===== src/rtl/mlc_pkg.sv =====
package mlc_pkg;

  // Field widths fixed by the item format.
  localparam int KeyW   = 64;
  localparam int OutValW = 32;
  localparam int LevelW = 2;

  // Request kinds.
  typedef enum logic {
    REQ_LOOKUP = 1'b0,
    REQ_FILL   = 1'b1
  } req_kind_t;

  // Commands from the controller to the datapath.
  typedef struct packed {
    logic capture;   // latch the incoming item
    logic rd;        // issue reads to every level
    logic eval;      // compare tags and decide, registered
    logic wr;        // write back the selected levels
    logic clr;       // one step of the clearing pass
  } mlc_cmd_t;

  // Status from the datapath to the controller.
  typedef struct packed {
    logic clr_done;
  } mlc_sts_t;

endpackage


===== src/rtl/mlc_ctrl.sv =====
module mlc_ctrl (
  input  logic              clk,
  input  logic              rst_n,
  input  logic              in_tvalid,
  output logic              in_tready,
  output logic              out_tvalid,
  input  logic              out_tready,
  output mlc_pkg::mlc_cmd_t cmd,
  input  mlc_pkg::mlc_sts_t sts
);
  import mlc_pkg::*;

  typedef enum logic [4:0] {
    S_CLEAR = 5'b00001,
    S_IDLE  = 5'b00010,
    S_READ  = 5'b00100,
    S_EVAL  = 5'b01000,
    S_OUT   = 5'b10000
  } state_t;

  state_t state_r, state_nxt;

  // Clear all sets after reset, then capture, read, decide, present and write back.
  always_comb begin
    state_nxt = state_r;
    cmd = '0;
    unique case (state_r)
      S_CLEAR: begin
        cmd.clr = !sts.clr_done;
        if (sts.clr_done) state_nxt = S_IDLE;
      end
      S_IDLE: begin
        cmd.capture = 1'b1;
        cmd.clr = 1'b0;
        if (in_tvalid) state_nxt = S_READ;
      end
      S_READ: state_nxt = S_EVAL;
      S_EVAL: begin
        cmd.eval = 1'b1;
        state_nxt = S_OUT;
      end
      S_OUT: begin
        if (out_tready) begin
          cmd.wr = 1'b1;
          state_nxt = S_IDLE;
        end
      end
      default: state_nxt = S_CLEAR;
    endcase
  end

  assign in_tready  = (state_r == S_IDLE);
  assign out_tvalid = (state_r == S_OUT);

  always_ff @(posedge clk) begin
    if (!rst_n) state_r <= S_CLEAR;
    else state_r <= state_nxt;
  end

  a_onehot: assert property (@(posedge clk) disable iff (!rst_n) $onehot(state_r))
    else $error("state not one-hot");
  a_out_hold: assert property (@(posedge clk) disable iff (!rst_n)
    out_tvalid && !out_tready |=> out_tvalid) else $error("result dropped");
  a_no_accept: assert property (@(posedge clk) disable iff (!rst_n)
    out_tvalid |-> !in_tready) else $error("accept while busy");

endmodule


===== config.mk =====
export PLATFORM = sky130hd
export DESIGN_NAME = mlc_ctrl
export DESIGN_NICKNAME = d
export VERILOG_FILES = /design/src/rtl/mlc_pkg.sv /design/src/rtl/mlc_ctrl.sv
export SDC_FILE = /design/constraint.sdc
export NUM_CORES = 1
export LEC_CHECK = 0
export ABC_AREA = 1
export BUFFER_PORTS_ARGS = -buffer_cell sky130_fd_sc_hd__buf_2
export CORE_AREA = 3 3 40 42
export CTS_CLUSTER_DIAMETER = 100
export CTS_CLUSTER_SIZE = 10
export DETAILED_ROUTE_END_ITERATION = 12
export DIE_AREA = 0 0 43 45
export PLACE_DENSITY = 0.44
export SKIP_CTS_REPAIR_TIMING = 1
export SYNTH_ARGS = -nofsm -noshare
export SYNTH_HDL_FRONTEND = slang
export SYNTH_SLANG_ARGS = --single-unit
export TNS_END_PERCENT = 10

===== constraint.sdc =====
create_clock -name clk -period 1.1 [get_ports clk]
set_input_delay 0.055 -clock clk [delete_from_list [all_inputs] [get_ports clk]]
set_output_delay 0.055 -clock clk [all_outputs]
set_load 0.02 [all_outputs]

==> results of run 1 <==
==> logic make-up after synthesis <==
logic type / Yosys count / synth area share, %
compound gates: 2 / 3.875
buf+inv: 15 / 20.93
flops: 5 / 31.01
other cells: 1 / 1.162
simple gates: 23 / 43.02
==> layout by cell type, fill, tap and decap left out, drive strengths merged <==
cell type  instances
a21oi              1
conb               1
o21bai             1
nor3               1
nand4              4
nor2               9
buf               12
clkbuf             4
dfxtp              5
nand3              7
nand2              2
inv               12
==> final cells by class <==
type,count,area [µm²],area share (%)
well taps,15,18.77,3.876
flip-flops and latches,5,105.1,21.71
clock buffers,4,26.28,5.426
repair buffers,12,98.84,20.41
multi-input cells,26,190.2,39.28
inverters,12,45.04,9.302
==> worst max-delay path: stages, from the launching register on <==
cell,delay (ns)
dfxtp_2,0.36
inv_1,0.05
nor2_1,0.15
nand3_2,0.13
inv_2,0.09
buf_4,0.13
==> worst min-delay path by stage <==
| stage | startpoint | endpoint | slack [ns] | cells after the start |
|---|---|---|---|---|
| floorplan | rst_n | state_r[3] | 0.21 | 2 |
| CTS | rst_n | state_r[1] | 0.09 | 3 |
| global route | rst_n | state_r[1] | 0.1 | 3 |
| finish | rst_n | state_r[1] | 0.09 | 3 |
| global placement | rst_n | state_r[1] | 0.35 | 3 |
| detailed placement | rst_n | state_r[1] | 0.35 | 3 |
==> metrics by stage <==
| step | std cells | setup TNS, ns | hold slack [ns] |
|---|---|---|---|
| floorplan | 46 | 0 | 0.2063 |
| global placement | 68 | 0 | 0.3517 |
| global route | 74 | -1.061 | 0.09989 |
| finish | 74 | -0.5347 | 0.08649 |
| CTS | 72 | -0.7882 | 0.08773 |
| detailed placement | 68 | 0 | 0.3451 |
==> metal layers <==
layer  routed length [µm]  vias to the layer above  track usage, %
met5                    0                        -               0
met4                   15                        0           7.229
met3                   58                        2           3.586
met2                  303                       14           10.48
met1                  314                      132           9.201
li1                     -                      166               -
==> power by group <==
part / total, mW / internal (mW) / switching (mW)
clock: 0.215 / 0.137 / 0.0777
combinational: 0.250 / 0.110 / 0.141
sequential: 0.231 / 0.206 / 0.0248
total: 0.696 / 0.453 / 0.243
==> run summary, run 1 <==
DP Worst Slack = 0.1147 ns
max FFs per register = 5
Yosys top cell by area = dfxtp_1
synth-to-layout area growth = 50.00%
area share of the largest cell type after synthesis = 31.01%
FMAX = 824.1 MHz
post-synthesis register bit count = 5
Lkg Pwr = 0.2535 nW
CP Max Fanout = 3
grt total ovfl = 0
core area = 1285 µm²
RR Startpoint = state_r[0]
skew final = 0.005062 ns
root buf cell = clkbuf_4
total power = 0.6964 mW
Setup crit end kind = output port
initial antenna violation count = 0
DR iter-0 viols = 3
fin. max-slew vios = 0
Yosys warning total = 0
Post-Syn Area per Cell = 7.018 µm²
Core Rows = 13
Die W = 43 µm
top post-synthesis cells by area = dfxtp_1, inv_1, nand3_1
PortBufs = 10
run status = complete, but fails checks
Num CTS Buffers = 3
Ports = 12
R2R Path End = state_r[1]
RSZ-0062 raised after global routing = yes
Final Cycle Share = 110.3%
Final #Nets = 65
Post-Route WL = 691 µm
CTS tree = built
Final setup viols = 7
Max Cap Violations = 0
Crit Path Class = reg2out
final core area utilization = 37.68%
Period minus WS final = 1.214 ns
Die Y = 45 µm
clk_lat worst skew = 0.25 ns
sequential area share after synthesis = 31.01%
Post-synth EDFFs = 0
worst hold path type = in2reg
share of cells above drive strength 1 = 54.24%
top-count cell post-synth = inv_1
WP data arrival = 1.16 ns
Final Hold Fails = 0
DR vias/cell = 4.243
die area = 1935 µm²
antenna-violating nets left = 0
CP Capture Point = in_tready
H-tree Lvls = 1
Reg with most FFs = state_r
post-synthesis cell type count = 15
post-DR wirelength/cell = 9.338 µm
cell count after synthesis = 46
pin count of the biggest net entering global routing = 7
Final HPWL DP = 524.5 µm
area post-placement = 369.1 µm²
cell area after synthesis = 322.8 µm²
first-pass GRT wire length = 1.041 mm
Async SR Flop Fraction = 0%
DR DRC count = 0
Reg2Reg Setup Slack = -0.01 ns
post-synth net total = 51
Inserted Diodes = 0
Worst Setup SP = state_r[1]
GRT Total Usage = 7.840%
Worst R2R Path Depth = 7
setup ws final = -0.1135 ns
pwr dens = 1438 nW/µm²
Fill cells = 133
worst vdd ir = 0.0004214 V
Post-synth top cells = inv_1, nand3_1, dfxtp_1, nor2_1
Final Cell Area = 484.2 µm²
violated checks = negative setup slack
DR pass1 iterations = 3
WP data required = 1.04 ns
top_reg_cell synth = dfxtp_1
vias in the first global route = 254
clk slew on worst S/H paths = 0.04 ns
via count = 314
Setup crit start kind = register
RePlAce Congestion = 0.6880
Initial Util = 25.12%
Top Registers = state_r (5)
clock sink total = 5
Clock Tree Buf Depth = 2
No activity file was read; power rests on OpenSTA's default activity.
==> run 2, diff against run 1 <==
Settings changed: ABC_AREA 1 to unset, PLACE_DENSITY 0.44 to 0.47.
Clock period 1.1 ns to 1.38 ns, I/O delays scaled along.
==> run 2 against run 1 <==
The flow still finishes with violations (negative setup slack). Total power down 24%. Global-route usage up 1.2 points. First-iteration DRC count down 100%. Count of clock-buffer cells in the layout unchanged. Worst setup slack better by 0.086 ns. Critical path depth down 1. Non-clock buffer count up 8. Via count up 4.1%. Worst hold slack worse by 0.013 ns. Sequential power down 24%. Cell count down 1.4%. Die area unchanged. Critical path type unchanged. Critical endpoint is now cmd[0].
==> run summary, run 2 <==
Worst Setup SP = state_r[1]
vias in the first global route = 293 (+15%)
Reg2Reg Setup Slack = 0.06 ns (+0.07 ns)
RR Startpoint = state_r[3]
pin count of the biggest net entering global routing = 9 (+2)
DR DRC count = 0 (unchanged)
Worst R2R Path Depth = 4 (-3)
clock sink total = 5 (unchanged)
Max Cap Violations = 0 (unchanged)
final core area utilization = 40.70% (+3.0 points)
worst vdd ir = 0.0003701 V (-12%)
Inserted Diodes = 0 (unchanged)
root buf cell = clkbuf_4
RePlAce Congestion = 0.7850 (+14%)
Final #Nets = 64 (-1.5%)
Fill cells = 129 (-3.0%)
Hold Path Depth = 2 (-1)
DR pass1 iterations = 1 (-2)
Min Hold Slack = 0.07332 ns (-0.01317 ns)
run status = complete, but fails checks
Post-synth top cells = dfxtp_1, nor4b_1, buf_4
DR iter-0 viols = 0 (-3)
fin. max-slew vios = 0 (unchanged)
die area = 1935 µm² (unchanged)
initial antenna violation count = 0 (unchanged)
top-count cell post-synth = dfxtp_1
PortBufs = 10 (unchanged)
Final Cycle Share = 102.0%
setup ws final = -0.02722 ns (+0.08628 ns)
top post-synthesis cells by area = dfxtp_1, nor4b_1, nor4b_4
H-tree Lvls = 1 (unchanged)
Lkg Pwr = 0.2288 nW (-9.8%)
WP data arrival = 1.34 ns (+0.18 ns)
via count = 327 (+4.1%)
core area = 1285 µm² (unchanged)
sequential area share after synthesis = 28.17% (-2.8 points)
WP data required = 1.31 ns (+0.27 ns)
Setup crit start kind = register
Top Registers = state_r (5)
clk_lat worst skew = 0.24 ns (about the same)
Final Hold Fails = 0 (unchanged)
CTS tree = built
commonest non-fill, non-tap cell in the layout = buf_4
Hold Crit Endpoint = state_r[2]
Die W = 43 µm (unchanged)
multi-input logic area = 226.5 µm² (+19%)
violated checks = negative setup slack
Ports = 12 (unchanged)
Post-synth EDFFs = 0 (unchanged)
total power = 0.5271 mW (-24%)
first-pass GRT wire length = 1.235 mm (+19%)
post-synth net total = 45 (-12%)
post-synthesis cell type count = 25 (+10)
synth-to-layout area growth = 47.18%
Core Rows = 13 (unchanged)
pwr dens = 1008 nW/µm² (-30%)
share of cells above drive strength 1 = 56.90% (+2.7 points)
non-filler cells, final = 73 (-1.4%)
R2R Path End = state_r[1]
Num CTS Buffers = 3 (unchanged)
Final HPWL DP = 636.6 µm (+21%)
cell count after synthesis = 40 (-13%)
Final setup viols = 4 (-3)
Reg area = 108.9 µm² (+3.6%)
grt total ovfl = 0 (unchanged)
Initial Util = 27.65% (+2.5 points)
area share of the largest cell type after synthesis = 28.17% (-2.8 points)
Clock Tree Buf Depth = 2 (unchanged)
DR vias/cell = 4.479 (+5.6%)
GRT Total Usage = 9.008% (+1.2 points)
Post-Syn Area per Cell = 8.884 µm² (+27%)
FMAX = 710.6 MHz
Yosys top cell by area = dfxtp_1
worst hold path type = in2reg
Post-Route WL = 834 µm (+21%)
Die Y = 45 µm (unchanged)
Async SR Flop Fraction = 0% (unchanged)
Placed Instances = 66 (-2.9%)
Hold Path Origin = in_tvalid
RSZ-0062 raised after global routing = yes
Setup crit end kind = output port
Period minus WS final = 1.407 ns
CP Max Fanout = 4 (+1)
DP Worst Slack = 0.1185 ns (+0.003787 ns)
Reg with most FFs = state_r
antenna-violating nets left = 0 (unchanged)
max FFs per register = 5 (unchanged)
cell area after synthesis = 355.3 µm² (+10%)
most frequent cells in the layout = buf_4, buf_2, nor4b_1, clkbuf_4
post-DR wirelength/cell = 11.42 µm (+22%)
clk slew on worst S/H paths = 0.04 ns (about the same)
skew final = 0.002508 ns (-0.002554 ns)
Crit Path Class = reg2out
post-synthesis register bit count = 5 (unchanged)
top_reg_cell synth = dfxtp_1
Yosys warning total = 0 (unchanged)
==> run 2: changes by cell type in the layout (fill, tap and decap cells not counted), sizes merged, moves of 2 or more <==
cell,previous run,this run
inv,12,2
buf,12,20
nor2,9,1
nand3,7,0
nor4b,0,5
nand4,4,0
and3,0,2
nor4,0,2
or2,0,2
xnor2,0,2
==> run 2: cell type report <==
type                            instances  area share [%]
Sequential cell                         5           20.81
Tap cell                               15           3.589
Timing Repair Buffer                   20           25.84
Multi-Input combinational cell         27           43.30
Inverter                                2           1.435
Clock buffer                            4           5.024
==> run 2: cell families after synthesis <==
| family | after synthesis | synth area share [%] |
|---|---|---|
| xor gates and xnor gates | 2 | 4.930 |
| and+or+nand+nor | 19 | 41.55 |
| buffers and inverters | 8 | 14.44 |
| other | 1 | 1.055 |
| DFF | 5 | 28.17 |
| AOI/OAI and AO/OA | 5 | 9.858 |
==> run 2: critical path: stages, from the launching register on <==
cell and delay, ns:
dfxtp_1 0.30, or2_4 0.27, buf_4 0.15, nor4_2 0.20
buf_4 0.18
==> run 2: per-stage QoR <==
stage               setup TNS [ns]  area, µm²
floorplan                  -0.1280      364.1
global placement                 0      441.7
detailed placement               0      441.7
CTS                        -0.4632      467.9
global route               -0.3469      523.0
finish                    -0.09121      523.0
==> run 2: worst max-delay path by stage <==
stage / to / slack (ns) / cells past startpoint
6_report: cmd[0] / -0.03 / 4
5_1_grt: cmd[0] / -0.09 / 4
4_1_cts: in_tready / -0.12 / 3
3_5_place_dp: state_r[1] / 0.12 / 3
3_3_place_gp: state_r[1] / 0.12 / 3
2_1_floorplan: cmd[4] / -0.05 / 4
==> run 2: power breakdown <==
| group | switching [mW] | internal [mW] | leakage [nW] | total (mW) |
|---|---|---|---|---|
| registers | 0.0159 | 0.159 | 0.0422 | 0.175 |
| clock network | 0.0591 | 0.109 | 0.0150 | 0.168 |
| logic | 0.0864 | 0.0976 | 0.172 | 0.184 |
| total | 0.161 | 0.366 | 0.229 | 0.527 |
==> run 2: per-layer routing <==
metal / GRT usage (%) / part of all wire, %
met5: 0 / 0
met4: 3.614 / 0
met3: 3.586 / 5.8
met2: 12.87 / 46
met1: 12.11 / 48
==> run 3, diff against run 2 <==
Settings changed: REMOVE_ABC_BUFFERS set to 1.
==> run 3 against run 2 <==
The flow still finishes with violations (negative setup slack). Global-route usage shrank 0.17 points. Sequential power barely moved. Count of clock-buffer cells in the layout is the same. Via count rose by 4.6%. Fmax decreased by 1.3%. Wire length is 1.6% higher. Core utilization down 0.29 points. Die area is the same. Combinational power decreased by 3%. Critical endpoint is now cmd[4].
==> run summary, run 3 (same netlist as run 2, synthesis figures left out) <==
run status = complete, but fails checks
violated checks = negative setup slack
Crit Path Class = reg2out
DR iter-0 viols = 3 (+3)
via count = 342 (+4.6%)
Final HPWL DP = 566.6 µm (-11%)
Fill cells = 138 (+7.0%)
Crit path max-delay family = simple AND/OR/NAND/NOR gates
WP data arrival = 1.36 ns (+0.02 ns)
Num CTS Buffers = 3 (unchanged)
most frequent cells in the layout = buf_4, buf_2, nor4b_1, clkbuf_4
FMAX = 701.5 MHz (-1.3%)
total power = 0.5185 mW (-1.6%)
Lkg Pwr = 0.2185 nW (-4.5%)
Period minus WS final = 1.426 ns (+0.01840 ns)
CP max-delay cell = dfxtp_4
Max Cap Violations = 0 (unchanged)
Setup crit end kind = output port
clk slew on worst S/H paths = 0.05 ns (about the same)
DR DRC count = 0 (unchanged)
R2R Path End = state_r[1]
Die W = 43 µm (unchanged)
Hold Crit Endpoint = state_r[2]
multi-input logic area = 236.5 µm² (+4.4%)
share of cells above drive strength 1 = 55.36% (-1.5 points)
DR vias/cell = 4.817 (+7.5%)
H-tree Lvls = 1 (unchanged)
Final Hold Fails = 0 (unchanged)
WP data required = 1.31 ns (about the same)
Final setup viols = 3 (-1)
vias in the first global route = 301 (+2.7%)
core area = 1285 µm² (unchanged)
pin count of the biggest net entering global routing = 8 (-1)
Final Cycle Share = 103.3% (+1.3 points)
Top Registers = state_r (5)
max FFs per register = 5 (unchanged)
non-filler cells, final = 71 (-2.7%)
Worst R2R Path Depth = 4 (unchanged)
Critical Path Max Stage Delay = 0.35 ns (+0.05 ns)
CP Max Fanout = 6 (+2)
clock sink total = 5 (unchanged)
Worst path depth = 3 (-1)
RR Startpoint = state_r[4]
commonest non-fill, non-tap cell in the layout = buf_4
Placed Instances = 65 (-1.5%)
worst vdd ir = 0.0005745 V (+55%)
Critical Path, Cell by Cell = or2_4, nor4b_4, buf_4
Clock Tree Buf Depth = 2 (unchanged)
clk_lat worst skew = 0.24 ns (about the same)
Reg2Reg Setup Slack = 0.10 ns (+0.04 ns)
Ports = 12 (unchanged)
pwr dens = 998.5 nW/µm² (-0.91%)
Worst Path Buf+Inv = 1 (-1)
GRT Total Usage = 8.841% (-0.17 points)
initial antenna violation count = 0 (unchanged)
RSZ-0062 raised after global routing = yes
Hold Path Depth = 2 (unchanged)
setup ws final = -0.04562 ns (-0.01840 ns)
CTS tree = built
antenna-violating nets left = 0 (unchanged)
Setup crit start kind = register
worst hold path type = in2reg
DR pass1 iterations = 2 (+1)
Core Rows = 13 (unchanged)
PortBufs = 10 (unchanged)
Inserted Diodes = 0 (unchanged)
post-DR wirelength/cell = 11.93 µm (+4.4%)
die area = 1935 µm² (unchanged)
Die Y = 45 µm (unchanged)
Reg with most FFs = state_r
Reg area = 106.4 µm² (-2.3%)
fin. max-slew vios = 0 (unchanged)
root buf cell = clkbuf_4
Initial Util = 27.65% (unchanged)
Post-Route WL = 847 µm (+1.6%)
synth-to-layout area growth = 46.13%
RePlAce Congestion = 0.7499 (-4.5%)
grt total ovfl = 0 (unchanged)
first-pass GRT wire length = 1.193 mm (-3.4%)
skew final = 0.006608 ns (+0.004100 ns)
Hold Path Origin = in_tvalid
Final #Nets = 62 (-3.1%)
==> run 3: worst reg2reg max path, stage by stage, from the launching register on <==
cell and delay, ns:
dfxtp_4 0.35, buf_4 0.14, or4b_1 0.51, o21ai_0 0.08, and3_1 0.16
==> run 3: worst max path at each step <==
stage                      end       start  slack (ns)
floorplan           state_r[0]  state_r[4]       -0.14
global placement    state_r[1]  state_r[4]        0.11
detailed placement  state_r[1]  state_r[4]        0.11
CTS                     cmd[4]  state_r[4]       -0.12
global route         in_tready  state_r[4]       -0.11
finish                  cmd[4]  state_r[4]       -0.05
==> run 3: per-layer routing <==
| metal | vias up | routed length, µm | global-route usage [%] | part of all wire (%) |
|---|---|---|---|---|
| li1 | 176 | - | - | - |
| met5 | - | 0 | 0 | 0 |
| met2 | 11 | 416 | 13.17 | 49 |
| met1 | 155 | 361 | 9.927 | 43 |
| met4 | 0 | 0 | 1.807 | 0 |
| met3 | 0 | 70 | 7.171 | 8.3 |
==> run 3: final cells by class <==
cell class / count / share of cell area [%]
sequential: 5 / 20.48
multi-input combinational: 27 / 45.54
timing repair buffer: 18 / 23.86
tap: 15 / 3.614
inverter: 2 / 1.446
clock buffer: 4 / 5.060
==> run 3: metrics by stage <==
stage | area [µm²] | worst slack [ns] | TNS [ns] | hold WS [ns] | util, %
after CTS | 451.7 | -0.1177 | -0.3951 | 0.06086 | 35.15
after detailed placement | 425.4 | 0.1055 | 0 | 0.3192 | 33.11
after floorplan | 311.5 | -0.1379 | -0.4533 | 0.1975 | -
final | 519.2 | -0.04562 | -0.1184 | 0.06590 | 40.41
after global routing | 519.2 | -0.1120 | -0.3654 | 0.05964 | 40.41
after global placement | 425.4 | 0.1092 | 0 | 0.3148 | 33.11
==> run 3: report_power, final <==
part | total [mW] | internal (mW) | switching, mW
registers | 0.172 | 0.157 | 0.0146
clock network | 0.169 | 0.109 | 0.0594
logic | 0.178 | 0.0857 | 0.0920
total | 0.518 | 0.352 | 0.166
